$ cat config.mk
export PLATFORM = sky130hd
export DESIGN_NAME = apq_ram
export DESIGN_NICKNAME = d
export VERILOG_FILES = /design/src/design/apq_ram.sv
export SDC_FILE = /design/constraint.sdc
export NUM_CORES = 1
export LEC_CHECK = 0
export BUFFER_PORTS_ARGS = -buffer_cell sky130_fd_sc_hd__buf_4
export CORE_AREA = 8 8 208 210
export CTS_BUF_LIST = sky130_fd_sc_hd__clkbuf_8
export DETAILED_ROUTE_END_ITERATION = 8
export DIE_AREA = 0 0 216 218
export HOLD_SLACK_MARGIN = 0.06
export PLACE_DENSITY_LB_ADDON = 0.15
export SETUP_SLACK_MARGIN = 0.5
export SLEW_MARGIN = 20
export SYNTH_ARGS = -nofsm -noshare
export SYNTH_HDL_FRONTEND = slang
export SYNTH_SLANG_ARGS = --single-unit
$ cat constraint.sdc
create_clock -name clk -period 4.8 [get_ports clk]
set_clock_uncertainty 0.2 [all_clocks]
set_input_delay 0.96 -clock clk [delete_from_list [all_inputs] [get_ports clk]]
set_output_delay 0.96 -clock clk [all_outputs]
set_load 0.01 [all_outputs]
$ cat src/design/apq_ram.sv
// Generic simple dual-port RAM with registered read data.
`default_nettype none
module apq_ram #(
  parameter int ADDR_W = 4,
  parameter int DATA_W = 28
) (
  input  wire logic              clk,
  input  wire logic              re,
  input  wire logic [ADDR_W-1:0] raddr,
  output logic      [DATA_W-1:0] rdata,
  input  wire logic              we,
  input  wire logic [ADDR_W-1:0] waddr,
  input  wire logic [DATA_W-1:0] wdata
);

  logic [DATA_W-1:0] mem [2**ADDR_W];

  always_ff @(posedge clk) begin
    if (we) begin
      mem[waddr] <= wdata;
    end
  end

  always_ff @(posedge clk) begin
    if (re) begin
      rdata <= mem[raddr];
    end
  end

endmodule
`default_nettype wire

### After elaboration in Yosys (flattened, before gate mapping)

Memories as Yosys holds them, arrays and structs flattened. A register that Yosys moved wholly into a read port is not among the register bits.
Cells that the tools add are included.

* memories kept: 1
* word-level logic and storage cells: 3
* bits in registers: 0
* bits in writable memories: 448

Memories
* mem: words 16, width 28, rd ports 1, clocked after Yosys merged registers in 1, write ports 1, line 16 `logic [DATA_W-1:0] mem [2**ADDR_W];`

* mux-type cells: 2

Operators by type and width (number)
* $mux W1: 2

### Depth between registers and ports, before layout

Gate-level depths: netlist of run 1.

* word-level depth: 2
* mapped depth: 6

### Least setup slack after synthesis of run 1

OpenSTA, ideal clock, no wires.

* path type: in2reg
* from: input waddr[2]
* to: memory mem[0][0] (enable)
* stages: 2
* path buffers: 0
* library setup time: 448 ps
* required time: 4152 ps
* path slack: 741 ps
* arrival: 3410 ps
* path through: or3b_2 -> nor3_1

RTL lines
* start, declared: line 12 `input wire logic [ADDR_W-1:0] waddr,`
* end, declared: line 16

Straight into the memory's write port.

==> impl_metrics.ini, run 1 <==
[timing]
finalCritPeriodShare = 0.550
rsz0062_at_grt = false
worst_slew_pin_slew_ns = 0.855
slew-limit-headroom = 0.428
setup_tns_ns = 0
fin_hold_ws_ns = 0.473
setup_viol = 0
hold_violations = 0
finalMaxSlewViolations = 0
layout_min_cycle_time_ns = 2.64
fmax_ghz = 0.379

[worst_hold_path]
hold_path.startpoint = wdata[27]
hold_end = mem[9][27]$_DFFE_PP_
hold_path.class = in2reg
hold_depth = 1

[clock_tree]
cts_max_level = 3
cts_tree = built
clk_pin_slew_ns = 0.06
root_buffer = clkbuf_8
cts.sinks = 476
insertion_delay_ns = 0.58
clockBufferDepth = 3
numCtsBuffers = 75
cts_hold_buffers = 0
cts-resized-gates = 0
cts_setup_buffers = 0

[setup_path]
r2r_setup_slack_ns = 3.09
startpoint_type = primary input
crit_fanout = 41
worstSetupPathType = in2reg
cp_slowest_stage_delay_ns = 0.56
worstRegToRegCells = 3
r2r-end = rdata[9]$_DFFE_PP_
path_cells = buf_6 > buf_12 > mux4_2 > a22oi_1 > nand2_1
slowest_stage = mux4_2
critPathArrivalTime_ns = 2.76
r2r_start = mem[3][9]$_DFFE_PP_
critPathRequiredTime_ns = 4.92
cp-end-kind = flip-flop

[synthesis]
ys_warn_count = 0
yosysSeqAreaShare = 0.802
syn_area_um2 = 17800
syn-instance-count = 735
syn-mean-instance-area_um2 = 24.2
synth_area_leader_cell = edfxtp_1
yosys-top-cells-area = edfxtp_1 80%, mux4_2 12%, mux4_1 2.7%, a22oi_1 2.4%, nand2_1 0.61%
synth_cell_types = 19
yosys_register_bits = 476
synth_top_area_frac = 0.802
synth_nets = 774

[placed_design]
portBuffers = 66
globalplace.congestion = 0.717
place_inst = 1327
dpl_cell_area_um2 = 19100
dp_hpwl_mm = 20.6

[final_layout]
antenna_cells = 0
fin_cells = 1454
fin_area_um2 = 20400
fin_nets = 911
layout-area-overhead-vs-synth_pct = 14.3
drive_gt1_frac = 0.323

[routing]
drt-total-wl_mm = 39.0
vias = 8088
dr.pass1.iters = 4
drc = 0
avgViaCountPerCell = 5.56
drt_iter0_markers = 639
wl_per_cell_um = 26.8
antenna_left = 0

[floorplan]
io_pins = 67
die_h_um = 218
floorplan.initialDensity = 0.443
core_area_um2 = 40200
fp.dieW_um = 216
die_area_um2 = 47100
num_rows = 74

[global_route]
gr-total-overflow = 0
grt_antenna_before_repair = 1
grt_max_degree = 51
grt_pass1_wl_mm = 57.8
gr-usage-all-layers = 0.167
grt_pass1_vias = 8965

[job]
maxCapViolations = 0

[status]
status = complete, no violations

[power]
p_per_area_nw_per_um2 = 398
leakagePower_nw = 6.60
ir_worst_vdd_mv = 0.179
==> cells by family after synthesis <==
logic type / share of synthesized area
flops: 0.802
simple gates: 0.0133
buf+inv: 0.0153
compound gates: 0.0236
mux: 0.145
==> Yosys cell counts, drive strengths merged <==
| cell type | number |
|---|---|
| nand2b | 2 |
| mux4 | 112 |
| nor2 | 13 |
| clkbuf | 21 |
| nand3 | 1 |
| buf | 15 |
| or3b | 1 |
| nand2 | 29 |
| nor3 | 4 |
| nand3b | 2 |
| a22oi | 56 |
| nor2b | 2 |
| edfxtp | 476 |
| and2 | 1 |
==> layout by cell type (no fill, tap or decap), drive strengths merged <==
cell      count
edfxtp      476
mux4        112
buf          96
clkbuf       79
a22oi        56
nand2        29
clkinv       29
inv          18
nor2         13
nor3          4
nor2b         2
nand3b        2
nand2b        2
and2          1
nand3         1
or3b          1
clkinvlp      1
==> report_power, final <==
group / total [mW] / switching (mW) / internal, mW
clock: 2.98 / 1.47 / 1.51
sequential: 4.71 / 0.0253 / 4.68
combinational: 0.426 / 0.245 / 0.181
==> how the worst max path moves through the flow <==
stage	from	endpoint	slack (ns)	cells past startpoint
6_report	raddr[0]	rdata[9]$_DFFE_PP_	2.16	5
5_1_grt	raddr[0]	rdata[9]$_DFFE_PP_	1.99	5
4_1_cts	raddr[0]	rdata[9]$_DFFE_PP_	2.13	5
3_5_place_dp	raddr[0]	rdata[9]$_DFFE_PP_	1.49	5
3_3_place_gp	raddr[0]	rdata[9]$_DFFE_PP_	1.50	5
2_1_floorplan	waddr[2]	mem[0][0]$_DFFE_PP_	0.74	2
==> metrics by stage <==
step	power, mW	setup slack [ns]	util
after floorplan	5.03	0.741	-
after global placement	5.22	1.50	0.475
after detailed placement	5.23	1.49	0.475
after CTS	8.21	2.13	0.507
after global routing	8.41	1.99	0.507
final	8.11	2.16	0.507
==> per-layer routing <==
metal / vias to the layer above / GRT usage / part of all wire / wire (um)
met2: 235 / 0.275 / 0.50 / 19500
li1: 3457 / - / - / -
met1: 4319 / 0.221 / 0.42 / 16600
met4: 2 / 0.0537 / 0.021 / 802
met3: 75 / 0.0366 / 0.054 / 2100
met5: - / 0 / 0.00033 / 13
==> flip-flops by register name (all words and copies together) (netlist names) <==
| signal | count |
|---|---|
| mem | 448 |
| rdata | 28 |
==> cell type report <==
class,count,area [um^2]
clock buffer,79,1090
clock inverter,48,194
fill,3223,19800
multi-input combinational,223,3370
sequential,476,14300
tap,532,666
timing repair buffer,96,749
==> worst max-delay path, delay by kind of cell <==
kind	cells	cell delay (ns)
muxes	1	0.56
AOI/OAI and AO/OA	1	0.29
and+or+nand+nor	1	0.09
buffers and inverters	2	0.79
Power figures use the tool's default switching activity.
==> inputs of run 2 (changes only) <==
Clock period 4.8 ns to 2.7 ns, I/O delays scaled along.
==> run 2 against run 1 <==
Core utilization up 1.5 points; flip-flop and latch count unchanged; register-to-register slack got worse by 2.0 ns; sequential power is 78% higher; final cell count up 2.0%; sequential share of layout area down 2.0 points.
==> impl_metrics.ini, run 2 (synthesis results as in run 1) <==
[final_layout]
fin_nets = 936
drive_gt1_frac = 0.316
largestRegisters = mem: 448 flops, rdata: 28 flops
regMostFlops = mem
nFillCells = 3144
largest_register_ffs = 448
layout-area-overhead-vs-synth_pct = 17.7
fin_area_um2 = 21000
fin_cells = 1483
final_common_cell = edfxtp_1
most-common-layout-cells = 476 x edfxtp_1, 94 x mux4_2, 77 x clkbuf_8, 68 x buf_4, 56 x a22oi_1

[worst_hold_path]
hold_path.startpoint = re
hold_depth = 1
hold_end = rdata[2]$_DFFE_PP_
hold_path.class = in2reg

[routing]
wl_per_cell_um = 25.9
dr.pass1.iters = 5
avgViaCountPerCell = 5.52
antenna_left = 0
drt-total-wl_mm = 38.4
drc = 0
drt_iter0_markers = 637
vias = 8192

[setup_path]
critPathArrivalTime_ns = 1.20
startpoint_type = flip-flop
r2r-end = rdata[23]$_DFFE_PP_
cp-end-kind = output port
slowest_stage = edfxtp_1
cp_slowest_stage_delay_ns = 0.45
r2r_setup_slack_ns = 1.06
r2r_start = mem[10][23]$_DFFE_PP_
critPathTopFamily = flip-flops
worstSetupPathType = reg2out
critPathRequiredTime_ns = 1.96
crit_fanout = 1
cp_num_buf_inv = 1
path_cells = buf_4
worstRegToRegCells = 3

[timing]
slew-limit-headroom = 0.587
rsz0062_at_grt = false
finalCritPeriodShare = 0.719
worst_slew_pin_slew_ns = 0.620
hold_violations = 0
setup_tns_ns = 0
setup_ws_ns = 0.758
setup_viol = 0
fmax_ghz = 0.515
finalMaxSlewViolations = 0
layout_min_cycle_time_ns = 1.94

[clock_tree]
numCtsBuffers = 74
cts-resized-gates = 0
cts_tree = built
clockBufferDepth = 3
root_buffer = clkbuf_8
cts_max_level = 3
insertion_delay_ns = 0.58
cts.sinks = 476
clk_pin_slew_ns = 0.06
cts_setup_buffers = 0

[status]
status = complete, no violations

[global_route]
gr-total-overflow = 0
grt_antenna_before_repair = 1
grt_max_degree = 39
grtUsageMet1 = 0.215
grt_pass1_wl_mm = 56.6
gr-usage-all-layers = 0.165
grt_pass1_vias = 8857
grt_util_met3 = 0.0334
grt-busiest-layer = met2
grt_use_met2 = 0.276

[placed_design]
place_inst = 1325
dp_slack_ns = 0.228
dp_hpwl_mm = 18.9
globalplace.congestion = 0.707
dpl_cell_area_um2 = 19400
portBuffers = 66

[power]
ir_worst_vdd_mv = 0.304
p_per_area_nw_per_um2 = 693
leakagePower_nw = 6.81

[floorplan]
fp.dieW_um = 216
die_h_um = 218
core_area_um2 = 40200
num_rows = 74
io_pins = 67
die_area_um2 = 47100
floorplan.initialDensity = 0.443

[job]
maxCapViolations = 0
[run 2: cell types whose count changed in the layout (fill, tap and decap cells not counted), sizes merged]
cell / previous run / this run
bufinv: 0 / 1
diode: 0 / 1
buf: 96 / 94
clkbuf: 79 / 77
clkinvlp: 1 / 2
inv: 18 / 20
dlygate4sd3: 0 / 28
[run 2: area by class of cell]
cell class	count	area (um^2)	share of cell area
well taps	532	666	0.0318
clock buffers	77	1060	0.0506
diodes	1	2.50	0.000119
multi-input cells	223	3390	0.162
repair buffers	122	1300	0.0621
clock inverters	52	244	0.0116
flip-flops and latches	476	14300	0.682
[run 2: how the worst max path moves through the flow]
stage	startpoint	end	slack, ns	depth (start not counted)
2_1_floorplan	waddr[2]	mem[10][0]$_DFFE_PP_	0.11	2
3_3_place_gp	raddr[0]	rdata[12]$_DFFE_PP_	0.25	5
3_5_place_dp	raddr[0]	rdata[12]$_DFFE_PP_	0.23	5
4_1_cts	rdata[18]$_DFFE_PP_	rdata[18]	0.70	1
5_1_grt	rdata[18]$_DFFE_PP_	rdata[18]	0.70	1
6_report	rdata[18]$_DFFE_PP_	rdata[18]	0.76	1
[run 2: worst reg2reg max path: cells and delay by family, from the launching register on]
family / cells / cell delay (ns)
AOI/OAI and AO/OA: 1 / 0.22
muxes: 1 / 0.46
and+or+nand+nor: 1 / 0.11
DFF: 1 / 0.38
[run 2: power breakdown]
group	leakage [nW]	internal [mW]	switching, mW
logic	1.74	0.373	0.443
registers	4.33	8.33	0.0467
clock network	0.748	2.73	2.61
[run 2: repair_timing]
action / in CTS / in global routing
hold endpoints to repair: 448 / 0
hold buffers: 28 / 0
endpoints found under the setup margin: 0 / 0
[run 2: metrics by stage]
step	utilization	hold slack [ns]	power, mW
floorplan	-	0.439	8.94
global placement	0.482	0.518	9.29
detailed placement	0.482	0.533	9.33
CTS	0.522	0.281	14.7
global route	0.522	0.292	15.1
finish	0.522	0.318	14.5
[run 2: layer usage]
metal / up-vias / share of wire
met4: 0 / 0.020
met2: 232 / 0.51
met5: - / 0
met3: 69 / 0.052
li1: 3514 / -
met1: 4377 / 0.42
