### src/design/apq_pkg.sv
// Package: shared types and constants of the aging priority ready queue.
`default_nettype none
package apq_pkg;

  localparam int QUEUE_DEPTH = 16;
  localparam int IDX_W       = $clog2(QUEUE_DEPTH);
  localparam int CNT_W       = $clog2(QUEUE_DEPTH + 1);
  localparam int ID_W        = 8;
  localparam int LEN_W       = 10;
  localparam int SCORE_W     = 10;
  localparam int OP_W        = 2;

  typedef enum logic [OP_W-1:0] {
    OP_ENQ = 2'd0,
    OP_DEQ = 2'd1,
    OP_AGE = 2'd2,
    OP_NOP = 2'd3
  } op_t;

  typedef enum logic [2:0] {
    ST_IDLE,
    ST_SCAN,
    ST_SHIFT,
    ST_WALK,
    ST_FINAL,
    ST_DONE
  } state_t;

  typedef struct packed {
    logic [ID_W-1:0]    id;
    logic [LEN_W-1:0]   len;
    logic [SCORE_W-1:0] score;
  } entry_t;

  typedef struct packed {
    logic [OP_W-1:0]    operation;
    logic [ID_W-1:0]    process_id;
    logic [LEN_W-1:0]   job_length;
    logic [SCORE_W-1:0] initial_score;
  } item_t;

  typedef struct packed {
    logic            popped_valid;
    logic [ID_W-1:0] popped_id;
    logic            queue_empty;
    logic            dropped_full;
    logic [CNT_W-1:0] entry_count;
  } result_t;

  typedef struct packed {
    logic             re;
    logic [IDX_W-1:0] raddr;
    logic             we;
    logic [IDX_W-1:0] waddr;
    entry_t           wdata;
  } mem_req_t;

endpackage
`default_nettype wire

### src/design/apq_ctrl.sv
// Sequencer: walks the entry memory to insert, remove, age and promote entries.
`default_nettype none
module apq_ctrl import apq_pkg::*; (
  input  wire logic     clk,
  input  wire logic     rst,
  input  wire logic     mode,
  input  wire logic     in_valid,
  output logic          in_ready,
  input  wire item_t    in_item,
  output logic          res_valid,
  input  wire logic     res_ready,
  output result_t       res,
  output mem_req_t      mem_req,
  input  wire entry_t   mem_rdata
);

  state_t           state, state_next;
  op_t              op, op_next;
  entry_t           cur, cur_next;
  entry_t           head, head_next;
  entry_t           dec;
  logic [CNT_W-1:0] cnt, cnt_next;
  logic [IDX_W-1:0] ri, ri_next, ri_adv;
  logic             rd_on, rd_on_next, rd_on_adv;
  logic [IDX_W-1:0] last, last_next;
  logic             down, down_next;
  logic             pv, pv_next;
  logic [IDX_W-1:0] pidx, pidx_next;
  logic [IDX_W-1:0] pos, pos_next;
  logic             promoting, promoting_next;
  logic             popped_v, popped_v_next;
  logic             dropped, dropped_next;
  logic             reread;

  always_ff @(posedge clk) begin
    if (rst) begin
      state     <= ST_IDLE;
      cnt       <= '0;
      rd_on     <= 1'b0;
      pv        <= 1'b0;
      promoting <= 1'b0;
      popped_v  <= 1'b0;
      dropped   <= 1'b0;
    end else begin
      state     <= state_next;
      cnt       <= cnt_next;
      rd_on     <= rd_on_next;
      pv        <= pv_next;
      promoting <= promoting_next;
      popped_v  <= popped_v_next;
      dropped   <= dropped_next;
    end
  end

  always_ff @(posedge clk) begin
    op   <= op_next;
    cur  <= cur_next;
    head <= head_next;
    ri   <= ri_next;
    last <= last_next;
    down <= down_next;
    pidx <= pidx_next;
    pos  <= pos_next;
  end

  always_comb begin
    dec       = mem_rdata;
    dec.score = mem_rdata.score - SCORE_W'(mem_rdata.score != '0);
    rd_on_adv = rd_on && (ri != last);
    ri_adv    = down ? ri - 1'b1 : ri + 1'b1;
  end

  always_comb begin
    state_next     = state;
    op_next        = op;
    cur_next       = cur;
    head_next      = head;
    cnt_next       = cnt;
    ri_next        = ri;
    rd_on_next     = rd_on;
    last_next      = last;
    down_next      = down;
    pv_next        = pv;
    pidx_next      = pidx;
    pos_next       = pos;
    promoting_next = promoting;
    popped_v_next  = popped_v;
    dropped_next   = dropped;
    reread         = 1'b0;
    in_ready       = (state == ST_IDLE);
    res_valid      = (state == ST_DONE);
    mem_req.re     = rd_on;
    mem_req.raddr  = ri;
    mem_req.we     = 1'b0;
    mem_req.waddr  = pidx;
    mem_req.wdata  = mem_rdata;

    unique case (state)
      ST_IDLE: begin
        if (in_valid) begin
          op_next        = op_t'(in_item.operation);
          cur_next.id    = in_item.process_id;
          cur_next.len   = in_item.job_length;
          cur_next.score = in_item.initial_score;
          popped_v_next  = 1'b0;
          dropped_next   = 1'b0;
          promoting_next = 1'b0;
          pv_next        = 1'b0;
          down_next      = 1'b0;
          ri_next        = '0;
          last_next      = IDX_W'(cnt - 1'b1);
          unique case (op_t'(in_item.operation))
            OP_ENQ: begin
              if (cnt == CNT_W'(QUEUE_DEPTH)) begin
                dropped_next = 1'b1;
                state_next   = ST_DONE;
              end else if (!mode || cnt == '0) begin
                pos_next   = IDX_W'(cnt);
                state_next = ST_FINAL;
              end else begin
                rd_on_next = 1'b1;
                state_next = ST_SCAN;
              end
            end
            OP_DEQ: begin
              if (cnt == '0) begin
                state_next = ST_DONE;
              end else begin
                rd_on_next = 1'b1;
                state_next = ST_WALK;
              end
            end
            OP_AGE: begin
              if (cnt < CNT_W'(2)) begin
                state_next = ST_DONE;
              end else begin
                rd_on_next = 1'b1;
                state_next = ST_WALK;
              end
            end
            default: begin
              state_next = ST_DONE;
            end
          endcase
        end
      end

      ST_SCAN: begin
        pv_next    = rd_on;
        pidx_next  = ri;
        ri_next    = ri_adv;
        rd_on_next = rd_on_adv;
        if (pv) begin
          if (mem_rdata.len > cur.len) begin
            pos_next   = pidx;
            ri_next    = IDX_W'(cnt - 1'b1);
            last_next  = pidx;
            down_next  = 1'b1;
            rd_on_next = 1'b1;
            pv_next    = 1'b0;
            state_next = ST_SHIFT;
          end else if (pidx == last) begin
            pos_next   = IDX_W'(cnt);
            state_next = ST_FINAL;
          end
        end
      end

      ST_SHIFT: begin
        pv_next    = rd_on;
        pidx_next  = ri;
        ri_next    = ri_adv;
        rd_on_next = rd_on_adv;
        if (pv) begin
          mem_req.we    = 1'b1;
          mem_req.waddr = pidx + 1'b1;
          if (pidx == pos) begin
            state_next = ST_FINAL;
          end
        end
      end

      ST_WALK: begin
        pv_next    = rd_on;
        pidx_next  = ri;
        ri_next    = ri_adv;
        rd_on_next = rd_on_adv;
        if (pv) begin
          if (pidx == '0) begin
            head_next = mem_rdata;
          end else if (op == OP_DEQ) begin
            mem_req.we    = 1'b1;
            mem_req.waddr = pidx - 1'b1;
          end else if (pidx == IDX_W'(1)) begin
            mem_req.we    = 1'b1;
            mem_req.wdata = dec;
            if (head.score > dec.score) begin
              promoting_next = 1'b1;
              mem_req.waddr  = '0;
            end
          end else if (promoting) begin
            mem_req.we    = 1'b1;
            mem_req.waddr = pidx - 1'b1;
            if (dec.score <= head.score) begin
              mem_req.wdata = dec;
            end else begin
              mem_req.wdata  = head;
              promoting_next = 1'b0;
              reread         = 1'b1;
              ri_next        = pidx;
              rd_on_next     = 1'b1;
              pv_next        = 1'b0;
            end
          end else begin
            mem_req.we    = 1'b1;
            mem_req.wdata = dec;
          end
          if (pidx == last && !reread) begin
            state_next = ST_FINAL;
          end
        end
      end

      ST_FINAL: begin
        state_next = ST_DONE;
        unique case (op)
          OP_ENQ: begin
            mem_req.we    = 1'b1;
            mem_req.waddr = pos;
            mem_req.wdata = cur;
            cnt_next      = cnt + 1'b1;
          end
          OP_DEQ: begin
            popped_v_next = 1'b1;
            cnt_next      = cnt - 1'b1;
          end
          OP_AGE: begin
            mem_req.we    = promoting;
            mem_req.waddr = IDX_W'(cnt - 1'b1);
            mem_req.wdata = head;
          end
          default: begin
          end
        endcase
      end

      ST_DONE: begin
        if (res_ready) begin
          state_next = ST_IDLE;
        end
      end

      default: begin
        state_next = ST_IDLE;
      end
    endcase
  end

  always_comb begin
    res.popped_valid = popped_v;
    res.popped_id    = popped_v ? head.id : '0;
    res.queue_empty  = (cnt == '0);
    res.dropped_full = dropped;
    res.entry_count  = cnt;
  end

`ifndef ASSERT_OFF
  a_cnt_bound: assert property (@(posedge clk) disable iff (rst)
    cnt <= CNT_W'(QUEUE_DEPTH))
    else $error("entry count above depth");

  a_drop_full: assert property (@(posedge clk) disable iff (rst)
    res_valid && res.dropped_full |-> res.entry_count == CNT_W'(QUEUE_DEPTH))
    else $error("drop reported on a queue that is not full");

  a_pop_dec: assert property (@(posedge clk) disable iff (rst)
    state == ST_FINAL && op == OP_DEQ |=> cnt == CNT_W'($past(cnt) - 1'b1))
    else $error("dequeue did not lower the count by one");

  a_write_range: assert property (@(posedge clk) disable iff (rst)
    mem_req.we |-> CNT_W'(mem_req.waddr) <= cnt)
    else $error("memory write beyond the occupied range");

  a_pipe_state: assert property (@(posedge clk) disable iff (rst)
    pv |-> state == ST_SCAN || state == ST_SHIFT || state == ST_WALK)
    else $error("read data pending outside a memory walk");
`endif

endmodule
`default_nettype wire

### config.mk
export PLATFORM = sky130hd
export DESIGN_NAME = apq_ctrl
export DESIGN_NICKNAME = d
export VERILOG_FILES = /design/src/design/apq_pkg.sv /design/src/design/apq_ctrl.sv
export SDC_FILE = /design/constraint.sdc
export NUM_CORES = 1
export LEC_CHECK = 0
export BUFFER_PORTS_ARGS = -buffer_cell sky130_fd_sc_hd__buf_4
export CAP_MARGIN = 0
export CORE_UTILIZATION = 55
export DETAILED_ROUTE_END_ITERATION = 8
export PLACE_DENSITY = 0.77
export RECOVER_POWER = 50
export SETUP_SLACK_MARGIN = 0.2
export SKIP_LAST_GASP = 1
export SLEW_MARGIN = 10
export SYNTH_ARGS = -nofsm -noshare
export SYNTH_HDL_FRONTEND = slang
export SYNTH_SLANG_ARGS = --single-unit
### constraint.sdc
create_clock -name clk -period 8.09 [get_ports clk]
set_clock_uncertainty 0.2 [all_clocks]
set_input_delay 1.618 -clock clk [delete_from_list [all_inputs] [get_ports clk]]
set_output_delay 1.618 -clock clk [all_outputs]
set_load 0.05 [all_outputs]
Word level (Yosys, flattened, before mapping)
Index checks and enable logic that the tools add are counted.
{"block": "totals", "ff_bits": 88, "out_inout_bits": 56, "word_cells": 192}
{"block": "classes", "addsub": 7, "n_lt_le_gt_ge": 4, "eq_ne": 35, "muxes": 100, "n_reduce_logical": 27}
{"operator": "4-bit 2-to-1 mux", "count": 22}
{"operator": "28-bit 2-to-1 mux", "count": 3}
{"operator": "33-bit 2-to-1 mux", "count": 2}
{"operator": "33-bit case mux with 2 select lines", "count": 1}
{"operator": "28-bit case mux with 2 select lines", "count": 1}
{"operator": "1-bit 2-to-1 mux", "count": 41}
{"operator": "3-bit 2-to-1 mux", "count": 13}
{"operator": "32-bit 2-to-1 mux", "count": 1}
{"operator": "2-bit inequality test (second input constant)", "count": 11}
{"operator": "10-bit > comparator", "count": 2}
{"operator": "3-bit inequality test (second input constant)", "count": 6}
{"operator": "3-bit case mux with 6 select lines", "count": 1}
{"operator": "4-bit case mux with 2 select lines", "count": 2}
{"operator": "4-bit case mux with 4 select lines", "count": 1}
{"operator": "5-bit case mux with 3 select lines", "count": 1}
{"operator": "7-bit AND reduction", "count": 2}
{"operator": "10-bit less-or-equal comparator", "count": 1}
{"operator": "5-bit 2-to-1 mux", "count": 2}
{"operator": "5-bit case mux with 2 select lines", "count": 1}
{"operator": "10-bit nonzero test", "count": 1}
{"operator": "10-bit by 1-bit subtractor with 10-bit output", "count": 1}
{"operator": "3-bit case mux with 3 select lines", "count": 1}
{"operator": "4-bit by 1-bit adder with 4-bit output (second input constant)", "count": 2}
{"operator": "4-bit equality test", "count": 2}
{"operator": "other kinds (33)", "count": 52}

Longest topological paths before layout
Gate-level depths: netlist (run 1).
{"block": "depth", "depth_word": 15, "ltp_mapped": 16, "mapped_depth_nobuf": 14}

Worst setup path before layout (run 1)
Ideal clock, no wire load.
{"block": "synth_path", "kind": "input -> output", "start": "input mem_rdata[2] (netlist name)", "end": "output mem_req[0] (netlist name)", "t_arrival_ns": 6.222, "setup_slack_ns": 0.050, "cell_stages": 13, "path_cell_list": "or3_1 > nand3b_1 > ha_1 > ha_1 > nor3b_2 > nor3b_1 > xor2_1 > ha_1 > and4_1 > a2111oi_4 > nor3_2 > buf_6 > o311ai_0"}
{"item": "start: declaration", "line": "apq_ctrl.sv:14", "source": "input wire entry_t mem_rdata"}
{"item": "end: declaration", "line": "apq_ctrl.sv:13", "source": "output mem_req_t mem_req,"}

==> impl_summary.log, run 1 <==
INFO  metric antenna_left = 0
INFO  metric maxCapViolations = 1
INFO  metric die-height = 106 µm
INFO  metric clkSinkCount = 88
INFO  metric mostFrequentLayoutCells = sky130_fd_sc_hd__edfxtp_1, sky130_fd_sc_hd__buf_4, sky130_fd_sc_hd__nor2_1
INFO  metric cts_max_path_buffers = 2
INFO  metric synth_largest_type_area_fraction = 38.1%
INFO  metric vias = 5131
INFO  metric most_common_cell_after_layout_fill_and_taps_aside = sky130_fd_sc_hd__edfxtp_1
INFO  metric syn-cell-area = 0.00591 mm²
INFO  metric synthFlopType = sky130_fd_sc_hd__edfxtp_1
INFO  metric number_of_standard_cell_rows_in_the_floorplan = 37
INFO  metric grt_setup_unrepaired = no
INFO  metric timing.setup.critical_path_class = in2out
INFO  metric postRouteWirelength = 15500 µm
INFO  metric synth-edff-count = 75
INFO  metric groute.layer.met3.usage = around 6.0%
INFO  metric worst_slew_pin_slew = 1.67 ns
INFO  metric worst-path-buf-inv = 2
INFO  metric hold_buffers = 0
INFO  metric violations_in_the_final_reports = capacitance limit, slew limit
INFO  metric fin_setup_tns = 0 ns
INFO  metric timing.final.hold_violations = 0
INFO  metric status = finished with violations
INFO  metric ys_async_sr_fraction = 0%
INFO  metric floorplan.io_pins = between 100 and 150
INFO  metric core_region_area = 0.0104 mm²
INFO  metric port-buffer-count = around 120
INFO  metric avgSynthCellArea = 9.93 µm²
INFO  metric worst_relative_slew_slack = -11.2%
INFO  metric cts_tree = yes
INFO  metric hold_wc_path_type = reg2reg
INFO  metric crit_family = simple AND/OR/NAND/NOR gates
INFO  metric global_route.usage.total = 28.7%
INFO  metric layout-drive-gt1-share = 19.8%
INFO  metric cts_buffers = 9
INFO  metric synth.yosys.seq_area_share = 42.5%
INFO  metric numPlacedInstances = roughly 820
INFO  metric timing.critical_path.cells = clkbuf_1 > or3_1 > nand3b_1 > ha_1 > ha_1 > nor3b_2 > nor3b_1 > xor2_1 > ha_1 > nand4_1 > a211oi_2 > a2111oi_4 > nor4_4 > a21o_1 > a221o_1 > buf_4
INFO  metric leakage = 0.00271 µW
INFO  metric postCtsSetupBuffers = 0
INFO  metric post-route-drc-count = 0
INFO  metric sort_of_element_at_the_end_of_the_critical_path = output port
INFO  metric post-place-ws = 0.585 ns
INFO  metric die_w = 106 µm
INFO  metric power-per-cell-area = 280 mW/mm²
INFO  metric floorplan.die_area = 0.0112 mm²
INFO  metric global_route.usage.met1 = 36.8%
INFO  metric yosysWarningCount = 0
INFO  metric fin_cells = 837
INFO  metric vdd_drop_max = 0.169 mV
INFO  metric netlist.top_cell.by_area = sky130_fd_sc_hd__edfxtp_1
INFO  metric grt_busiest_layer = met2
INFO  metric syn_inst = 595
INFO  metric clkTransAtPathRegs = 0.10 ns
INFO  metric initial_core_util = 57.0%
INFO  metric worst_slack = 0.449 ns
INFO  metric antenna_found_initial = 0
INFO  metric insertion_delay = 0.38 ns
INFO  metric maxClockFrequency = 131 MHz
INFO  metric diodes = 0
INFO  metric count_of_routing_violations_after_the_opening_detailed_route_iteration = 470
INFO  metric synth_cell_type_count = 69
INFO  metric crit_path_top_delay_cell = sky130_fd_sc_hd__a21o_1
INFO  metric post_drt_via_cell_ratio = 6.13
INFO  metric postSynthNetCount = 694
INFO  metric timing_max_transition_violations_final = 29
INFO  metric finalCritPeriodShare = approximately 94%
INFO  metric post-route-min-period = 7.64 ns
INFO  metric slowest_delay = 0.53 ns
INFO  metric detailedPlacementHpwl = 11400 µm
INFO  metric cp_data_arrival_time = 5.82 ns
INFO  metric path_max_fanout = 18
INFO  metric grt_start_max_net_pins = 35
INFO  metric cts-root-buf = sky130_fd_sc_hd__clkbuf_8
INFO  metric postCtsResizedCells = 0
INFO  metric grt_first_pass_wirelength = about 25000 µm
INFO  metric crit_path_start_kind = input pin
INFO  metric globalRouteOverflowTotal = 0
INFO  metric place_congestion = 0.944
INFO  metric design.final.nets = about 800
INFO  metric first_global_vias = 5074
INFO  metric routedWlPerCell = 18.6 µm
INFO  metric drt_first_pass_iters = 7
INFO  metric syn_to_final_growth = 17.4%
INFO  metric cpMostUsedCell = sky130_fd_sc_hd__ha_1
INFO  metric synth-seq-cells = between 80 and 90
INFO  metric setup_viol_count_final = 0
INFO  metric dominant_cells_by_area_after_synthesis = sky130_fd_sc_hd__edfxtp_1, sky130_fd_sc_hd__ha_1, sky130_fd_sc_hd__dfxtp_1, sky130_fd_sc_hd__mux2i_1, sky130_fd_sc_hd__nor2_1
INFO  metric critPathRequiredTime = 6.27 ns
INFO  metric cts_htree_levels = 3
INFO  metric met2_use_gr = 46.2%
==> flip-flops by register name (all words and copies together) (netlist names), 3 cells and up <==
register	count
head	28
state	3
last	4
cnt	5
pidx	4
ri	4
pos	4
cur	28
==> power by group <==
group	switching [µW]	leakage [µW]	internal [µW]
combinational	618	0.00181	318
clock	184	0.0000966	121
sequential	103	0.000803	598
total	905	0.00271	1040
==> worst paths after layout <==
check,start,to,slack [ns],cells after the start
hold / removal,dropped$_SDFFE_PP0P_,dropped$_SDFFE_PP0P_,0.31,2
setup reg to reg,state[1]$_SDFFE_PP0P_,head[2]$_DFFE_PP_,4.51,4
hold reg to reg,dropped$_SDFFE_PP0P_,dropped$_SDFFE_PP0P_,0.31,2
setup / recovery,mem_rdata[2],mem_req[13],0.45,16
==> final cells by class <==
class,instances,area (µm²)
clock buffer,9,124
clock inverter,7,72.6
fill,840,3440
inverter,41,154
multi-input combinational,432,3070
sequential,88,2510
tap,136,170
timing repair buffer,124,830
==> cell families after synthesis <==
logic type / Yosys count / synth area share (%)
and+or+nand+nor: 199 / 18.4
AOI/OAI and AO/OA: 146 / 17.7
xor gates and xnor gates: 28 / 4.15
DFF: 88 / 42.5
adders and majority gates: 36 / 7.75
buffers and inverters: 75 / 5.49
muxes: 23 / 3.96
==> metrics by stage <==
stage | hold WS (ns) | total power (µW) | area (µm²) | util [%]
after floorplan | 0.256 | 1370 | 5910 | -
after global placement | 0.274 | 1610 | 6840 | 66.0
after detailed placement | 0.296 | 1640 | 6840 | 66.0
after CTS | 0.321 | 1940 | 7040 | 67.9
after global routing | 0.352 | 2040 | 6930 | 66.9
final | 0.307 | 1940 | 6930 | 66.9
==> cell usage after synthesis, types with 3 or more instances <==
cell,count
sky130_fd_sc_hd__clkbuf_1,23
sky130_fd_sc_hd__and2_1,18
sky130_fd_sc_hd__nor3_1,26
sky130_fd_sc_hd__a2111oi_0,3
sky130_fd_sc_hd__buf_2,4
sky130_fd_sc_hd__o21ai_0,33
sky130_fd_sc_hd__nor3b_1,5
sky130_fd_sc_hd__nor2b_1,7
sky130_fd_sc_hd__a31oi_1,15
sky130_fd_sc_hd__o311ai_0,3
sky130_fd_sc_hd__or3_1,7
sky130_fd_sc_hd__nand4_1,8
sky130_fd_sc_hd__nand2_1,34
sky130_fd_sc_hd__ha_1,35
sky130_fd_sc_hd__a21oi_1,26
sky130_fd_sc_hd__or3b_2,3
sky130_fd_sc_hd__a22oi_1,3
sky130_fd_sc_hd__buf_6,3
sky130_fd_sc_hd__nand3_1,13
sky130_fd_sc_hd__a211oi_1,7
sky130_fd_sc_hd__xor2_1,18
sky130_fd_sc_hd__mux2_2,3
sky130_fd_sc_hd__buf_4,4
sky130_fd_sc_hd__edfxtp_1,75
sky130_fd_sc_hd__nand2b_1,11
sky130_fd_sc_hd__o211ai_1,7
sky130_fd_sc_hd__nor2_1,48
sky130_fd_sc_hd__xnor2_1,10
sky130_fd_sc_hd__inv_1,40
sky130_fd_sc_hd__a221o_2,3
sky130_fd_sc_hd__dfxtp_1,13
sky130_fd_sc_hd__mux2i_1,20
sky130_fd_sc_hd__a221o_1,16
sky130_fd_sc_hd__o21a_1,3
==> layer usage <==
metal	routed length, µm	share of wire (%)
met4	520	3.3
met2	7270	47
met5	0	0
met1	6420	41
met3	1320	8.5
==> worst min-delay path, stage by stage (launching register included) <==
cell and delay (ns):
sky130_fd_sc_hd__dfxtp_1 0.35, sky130_fd_sc_hd__a21oi_1 0.06, sky130_fd_sc_hd__nor2_1 0.07
(Power assumes the default switching activity.)
==> run 2: changes to the inputs <==
Settings changed: ABC_AREA set to 1, PLACE_DENSITY 0.77 to 0.76.
==> impl_summary.log, run 2 <==
INFO  metric sort_of_element_at_the_end_of_the_critical_path = output port
INFO  metric core_region_area = roughly 0.011 mm²
INFO  metric count_of_routing_violations_after_the_opening_detailed_route_iteration = roughly 460
INFO  metric cts_tree = yes
INFO  metric cts_buffers = 9
INFO  metric largest_registers = cur: 28 flops, head: 28 flops, cnt: 5 flops
INFO  metric first_global_vias = 5488
INFO  metric synth_cell_type_count = 49
INFO  metric synth.yosys.seq_area_share = 39.4%
INFO  metric most_common_cell_after_layout_fill_and_taps_aside = sky130_fd_sc_hd__nand2_1
INFO  metric avgSynthCellArea = 8.06 µm²
INFO  metric cellInternalPower = 1260 µW
INFO  metric synthXorXnorAreaFrac = 3.71%
INFO  metric holdCritStartpoint = dropped$_SDFFE_PP0P_
INFO  metric critPathRequiredTime = 6.27 ns
INFO  metric crit_path_top_delay_cell = sky130_fd_sc_hd__nor2_8
INFO  metric power.net_switching = 1280 µW
INFO  metric regToRegEndpoint = cnt[2]$_SDFFE_PP0P_
INFO  metric syn-cell-area = 0.00638 mm²
INFO  metric synth-edff-count = 75
INFO  metric rrSetupSlack = about 3.7 ns
INFO  metric synthFlopType = sky130_fd_sc_hd__edfxtp_1
INFO  metric synth_largest_type_area_fraction = 35.3%
INFO  metric syn_inst = 792
INFO  metric postSynthNetCount = approximately 900
INFO  metric cts-root-buf = sky130_fd_sc_hd__clkbuf_16
INFO  metric path_max_fanout = 23
INFO  metric postCtsResizedCells = 0
INFO  metric mostFrequentLayoutCells = sky130_fd_sc_hd__nand2_1, sky130_fd_sc_hd__inv_1, sky130_fd_sc_hd__edfxtp_1
INFO  metric post-place-ws = 1.35 ns
INFO  metric post_dp_cell_area = ~0.0073 mm²
INFO  metric maxCapViolations = 3
INFO  metric synth-seq-cells = 88
INFO  metric comb_power_share = between 50 and 60%
INFO  metric p_sw_share = roughly 50%
INFO  metric cts_htree_levels = 3
INFO  metric timing_max_transition_violations_final = 63
INFO  metric drt_first_pass_iters = 7
INFO  metric port-buffer-count = 118
INFO  metric design.final.nets = 991
INFO  metric timing.critical_path.cells = clkbuf_1 > nor2_1 > nand2_1 > nor2_1 > nand3_1 > ha_1 > inv_1 > nor4_2 > nand3_1 > xor2_1 > ha_1 > nand2_1 > nor2_2 > nand3_1 > nand3_2 > and2_4 > nand3_4 > nor2_8 > nor2_8 > nand2_1 > nand3_1 > buf_4
INFO  metric arithmetic_cell_share_of_the_synthesized_area_counting_full_adders_half_adders_and_majority_gates = 7.18%
INFO  metric detailedPlacementHpwl = 12800 µm
INFO  metric hold-path-cell-count = 2
INFO  metric vias = 5960
INFO  metric post_drt_via_cell_ratio = 5.75
INFO  metric synth.most_common_cell = sky130_fd_sc_hd__nand2_1
INFO  metric p_seq_share = 29.2%
INFO  metric largest_family_of_logic_cells_by_synthesized_area = simple AND/OR/NAND/NOR gates
INFO  metric timing.final.hold_violations = 0
INFO  metric layout-drive-gt1-share = 16.4%
INFO  metric grt_start_max_net_pins = 32
INFO  metric dominant_cells_by_area_after_synthesis = sky130_fd_sc_hd__edfxtp_1, sky130_fd_sc_hd__nand2_1, sky130_fd_sc_hd__ha_1, sky130_fd_sc_hd__inv_1, sky130_fd_sc_hd__dfxtp_1
INFO  metric clkTransAtPathRegs = 0.07 ns
INFO  metric violations_in_the_final_reports = capacitance limit, slew limit
INFO  metric cts_max_path_buffers = 2
INFO  metric post-route-drc-count = 0
INFO  metric diodes = 0
INFO  metric crit_family = simple AND/OR/NAND/NOR gates
INFO  metric vdd_drop_max = 0.406 mV
INFO  metric timing.setup.critical_path_class = in2out
INFO  metric globalRouteOverflowTotal = 0
INFO  metric crit-reg2reg-launch = state[1]$_SDFFE_PP0P_
INFO  metric finalCritPeriodShare = 86.8%
INFO  metric worst_slack = about 1.1 ns
INFO  metric fin_setup_tns = 0 ns
INFO  metric grt_first_pass_wirelength = 27700 µm
INFO  metric crit_path_start_kind = input pin
INFO  metric hold_end = dropped$_SDFFE_PP0P_
INFO  metric die-height = 110 µm
INFO  metric power-per-cell-area = 343 mW/mm²
INFO  metric slowest_delay = ~0.37 ns
INFO  metric worst-path-buf-inv = 3
INFO  metric cpMostUsedCell = sky130_fd_sc_hd__nand3_1
INFO  metric number_of_standard_cell_rows_in_the_floorplan = 38
INFO  metric cp-startpoint = mem_rdata[4]
INFO  metric synth_simple_gate_area_share = 26.6%
INFO  metric post-route-min-period = 7.03 ns
INFO  metric netlist.top_cell.by_area = sky130_fd_sc_hd__edfxtp_1
INFO  metric postRouteWirelength = 17700 µm
INFO  metric worst_slew_pin_slew = 1.89 ns
INFO  metric synth.mux.area_fraction = 0%
INFO  metric routedWlPerCell = 17.0 µm
INFO  metric cp_data_arrival_time = 5.21 ns
INFO  metric leakage = 0.00331 µW
INFO  metric hold_wc_path_type = reg2reg
INFO  metric grt_setup_unrepaired = no
INFO  metric ys_async_sr_fraction = 0%
INFO  metric die_w = 110 µm
INFO  metric compound_gate_fraction_of_synth_area = 13.7%
INFO  metric syn_to_final_growth = 15.9%
INFO  metric antenna_left = 0
INFO  metric initial_core_util = 57.6%
INFO  metric synth.top_cells.by_count = sky130_fd_sc_hd__nand2_1, sky130_fd_sc_hd__inv_1, sky130_fd_sc_hd__edfxtp_1
INFO  metric postCtsSetupBuffers = 0
INFO  metric clkSinkCount = 88
INFO  metric yosysWarningCount = 0
INFO  metric antenna_found_initial = 0
INFO  metric p_clk_share = 15.9%
INFO  metric worst_relative_slew_slack = -26.7%
INFO  metric setup_viol_count_final = 0
INFO  metric ff2ff_path_depth = 7
INFO  metric maxClockFrequency = 142 MHz
INFO  metric n_fill_cell = between 900 and 1000
INFO  metric hold_buffers = 0
INFO  metric final_cell_area = about 0.0074 mm²
INFO  metric floorplan.die_area = around 0.012 mm²
INFO  metric insertion_delay = approximately 0.35 ns
INFO  metric floorplan.io_pins = 119
INFO  metric place_congestion = 0.919
INFO  metric status = finished with violations
INFO  metric global_route.usage.total = 30.7%
==> run 2: cell types whose count changed after synthesis, sizes merged, moves of 19 or more <==
cell	change
nor2	+20
inv	+65
a221o	-19
a21oi	+23
o22ai	+19
nor3	-20
mux2i	-20
nand2	+162
nand3	+46
==> run 2: power groups by stage <==
stage	clock, µW	combinational [µW]	sequential, µW
after detailed placement	0	1400	751
after global routing	420	1500	751
after global placement	0	1390	746
final	403	1390	740
after floorplan	0	1030	737
after CTS	406	1410	741
==> run 2: how the worst max path moves through the flow <==
stage | end | depth (start not counted)
after detailed placement | mem_req[4] | 24
after global routing | mem_req[10] | 22
final | mem_req[10] | 22
after global placement | mem_req[4] | 24
after CTS | mem_req[4] | 24
after floorplan | mem_req[22] | 21
==> run 2: logic make-up (layout without fill, tap and decap cells) <==
group / count (synthesis) / in the layout
and+or+nand+nor: 356 / 356
AOI/OAI and AO/OA: 146 / 146
buffers and inverters: 139 / 244
DFF: 88 / 88
adders and majority gates: 36 / 36
xor gates and xnor gates: 27 / 27
==> run 2: worst register-to-register path, cell delays in order (launching register included) <==
cell                       delay (ns)
sky130_fd_sc_hd__dfxtp_1         0.35
sky130_fd_sc_hd__nor2_1          0.31
sky130_fd_sc_hd__clkinv_1        0.12
sky130_fd_sc_hd__nor2_1          1.40
sky130_fd_sc_hd__inv_1           0.91
sky130_fd_sc_hd__nor2_1          0.67
sky130_fd_sc_hd__o21ai_1         0.13
sky130_fd_sc_hd__a221oi_1        0.25
==> run 2: metal layers <==
| layer | global-route usage [%] | wire length (µm) | up-vias |
|---|---|---|---|
| li1 | - | - | 2899 |
| met1 | 41.6 | 7740 | 2764 |
| met2 | 49.7 | 8340 | 269 |
| met3 | 4.15 | 1250 | 28 |
| met4 | 11.9 | 340 | 0 |
| met5 | 0 | 0 | - |
==> run 2: final cells by class <==
type | instances | area, µm² | area share [%]
multi-input combinational | 565 | 3240 | 43.8
clock inverter | 7 | 53.8 | 0.728
tap | 140 | 175 | 2.37
timing repair buffer | 121 | 781 | 10.6
sequential | 88 | 2510 | 34.0
clock buffer | 9 | 225 | 3.05
inverter | 107 | 408 | 5.52
==> run 2: metrics by stage <==
stage	util, %	std cells	power, µW	hold WS, ns
after floorplan	-	792	1770	0.246
after global placement	65.8	1021	2130	0.263
after detailed placement	65.8	1021	2150	0.262
after CTS	68.3	1037	2560	0.275
after global routing	66.7	1037	2670	0.284
final	66.7	1037	2540	0.270
==> run 3: changes to the inputs <==
Settings changed: PLACE_DENSITY 0.76 to 0.88.
==> impl_summary.log, run 3 (synthesis results as in run 2) <==
INFO  metric status = finished with violations
INFO  metric violations_in_the_final_reports = capacitance limit, slew limit
INFO  metric floorplan.die_area = 0.0120 mm²
INFO  metric cts_tree = yes
INFO  metric fin_setup_tns = 0 ns
INFO  metric leakage = 0.00331 µW
INFO  metric postRouteWirelength = about 17000 µm
INFO  metric hold-path-cell-count = 2
INFO  metric die_w = 110 µm
INFO  metric hold_wc_path_type = reg2reg
INFO  metric sort_of_element_at_the_end_of_the_critical_path = output port
INFO  metric cts_buffers = 9
INFO  metric die-height = roughly 110 µm
INFO  metric cp_data_arrival_time = 5.15 ns
INFO  metric ff2ff_path_depth = 7
INFO  metric initial_core_util = just under 60%
INFO  metric finalCritPeriodShare = 86.1%
INFO  metric worst_slew_pin_slew = 1.78 ns
INFO  metric layout-drive-gt1-share = 16.2%
INFO  metric grt_start_max_net_pins = 33
INFO  metric grt_first_pass_wirelength = 27000 µm
INFO  metric global_route.usage.total = 29.5%
INFO  metric hold_end = dropped$_SDFFE_PP0P_
INFO  metric count_of_routing_violations_after_the_opening_detailed_route_iteration = between 400 and 500
INFO  metric grt_setup_unrepaired = no
INFO  metric worst_relative_slew_slack = -18.7%
INFO  metric postCtsResizedCells = 0
INFO  metric clkSinkCount = 88
INFO  metric post-route-min-period = 6.96 ns
INFO  metric utilization = 66.7%
INFO  metric antenna_left = 0
INFO  metric cts-root-buf = sky130_fd_sc_hd__clkbuf_16
INFO  metric timing.setup.critical_path_class = in2out
INFO  metric postCtsSetupBuffers = 0
INFO  metric holdCritStartpoint = dropped$_SDFFE_PP0P_
INFO  metric hold-worst-slack = 0.263 ns
INFO  metric hold_buffers = 0
INFO  metric rrSetupSlack = 3.81 ns
INFO  metric power-per-cell-area = 342 mW/mm²
INFO  metric diodes = 0
INFO  metric number_of_standard_cell_rows_in_the_floorplan = 38
INFO  metric post_drt_via_cell_ratio = 5.86
INFO  metric routedWlPerCell = 16.3 µm
INFO  metric post-place-ws = 1.42 ns
INFO  metric place_congestion = roughly 1.0
INFO  metric globalRouteOverflowTotal = 0
INFO  metric post-route-drc-count = 0
INFO  metric most_common_cell_after_layout_fill_and_taps_aside = sky130_fd_sc_hd__nand2_1
INFO  metric setup_viol_count_final = 0
INFO  metric floorplan.io_pins = around 120
INFO  metric crit-reg2reg-launch = state[1]$_SDFFE_PP0P_
INFO  metric largest_registers = cur: 28 flops, head: 28 flops, cnt: 5 flops
INFO  metric crit_path_start_kind = input pin
INFO  metric regToRegEndpoint = cnt[2]$_SDFFE_PP0P_
INFO  metric timing.final.hold_violations = 0
INFO  metric p_total = 2530 µW
INFO  metric maxCapViolations = 3
INFO  metric mostFrequentLayoutCells = sky130_fd_sc_hd__nand2_1, sky130_fd_sc_hd__inv_1, sky130_fd_sc_hd__edfxtp_1
INFO  metric core_region_area = 0.0111 mm²
INFO  metric path_max_fanout = 23
INFO  metric port-buffer-count = around 120
INFO  metric vias = 6070
INFO  metric drt_first_pass_iters = 5
INFO  metric critPathRequiredTime = 6.27 ns
INFO  metric cts_max_path_buffers = 2
INFO  metric insertion_delay = about 0.35 ns
INFO  metric antenna_found_initial = 0
INFO  metric cts_htree_levels = 3
INFO  metric maxClockFrequency = 144 MHz
INFO  metric clkTransAtPathRegs = ~0.07 ns
INFO  metric syn_to_final_growth = 15.7%
INFO  metric first_global_vias = 5630
INFO  metric timing_max_transition_violations_final = 49
INFO  metric detailedPlacementHpwl = ~12000 µm
INFO  metric design.final.nets = 990
INFO  metric vdd_drop_max = between 0.3 and 0.4 mV
INFO  metric worst_slack = between 1 and 1.5 ns
[run 3: cell types whose count changed in the layout (fill, tap and decap cells not counted)]
cell	before	now
sky130_fd_sc_hd__buf_4	59	58
sky130_fd_sc_hd__clkinv_1	1	2
sky130_fd_sc_hd__clkinv_2	3	2
sky130_fd_sc_hd__clkinv_4	3	1
sky130_fd_sc_hd__clkinvlp_4	0	1
sky130_fd_sc_hd__inv_8	0	1
[run 3: worst max-delay path by stage]
| stage | start | depth (start not counted) | end |
|---|---|---|---|
| final | mem_rdata[6] | 23 | mem_req[24] |
| after global routing | mem_rdata[4] | 23 | mem_req[24] |
| after CTS | mem_rdata[0] | 23 | mem_req[24] |
| after detailed placement | mem_rdata[0] | 23 | mem_req[26] |
| after global placement | mem_rdata[0] | 23 | mem_req[25] |
| after floorplan | mem_rdata[4] | 21 | mem_req[22] |
[run 3: area by class of cell]
class	instances	area (µm²)
Fill cell	917	3690
Multi-Input combinational cell	565	3240
Sequential cell	88	2510
Timing Repair Buffer	120	773
Inverter	107	408
Clock buffer	9	225
Tap cell	140	175
Clock inverter	7	53.8
[run 3: where the power goes]
group	switching, µW	internal [µW]
Clock	189	212
Sequential	108	628
Combinational	972	419
Total	1270	1260
[run 3: per-layer routing]
metal	vias up	GRT usage (%)	routed length (µm)
li1	2878	-	-
met1	2782	38.5	6930
met2	368	47.3	7830
met3	42	6.70	1740
met4	0	12.1	411
met5	-	0	0
[run 3: metrics by stage]
step | instance area, µm² | cells
finish | 7390 | 1036
floorplan | 6380 | 792
detailed placement | 7280 | 1020
CTS | 7560 | 1036
global route | 7390 | 1036
global placement | 7280 | 1020
[run 3: worst max-delay path, stage by stage]
cell and delay (ns):
sky130_fd_sc_hd__clkbuf_1 0.27, sky130_fd_sc_hd__nor2_1 0.09, sky130_fd_sc_hd__nand2_1 0.10, sky130_fd_sc_hd__nor2_1 0.05, sky130_fd_sc_hd__nand3_1 0.06, sky130_fd_sc_hd__ha_1 0.19, sky130_fd_sc_hd__ha_1 0.19, sky130_fd_sc_hd__nand3_1 0.15
sky130_fd_sc_hd__nor3_1 0.23, sky130_fd_sc_hd__xnor2_1 0.16, sky130_fd_sc_hd__inv_1 0.08, sky130_fd_sc_hd__ha_1 0.27, sky130_fd_sc_hd__nand2_1 0.06, sky130_fd_sc_hd__nor2_2 0.12, sky130_fd_sc_hd__nand3_1 0.11, sky130_fd_sc_hd__nand3_2 0.11
sky130_fd_sc_hd__and2_4 0.18, sky130_fd_sc_hd__nand3_4 0.11, sky130_fd_sc_hd__nor2_8 0.36, sky130_fd_sc_hd__nor2_8 0.14, sky130_fd_sc_hd__nand2_1 0.16, sky130_fd_sc_hd__nand3_1 0.09, sky130_fd_sc_hd__buf_4 0.21
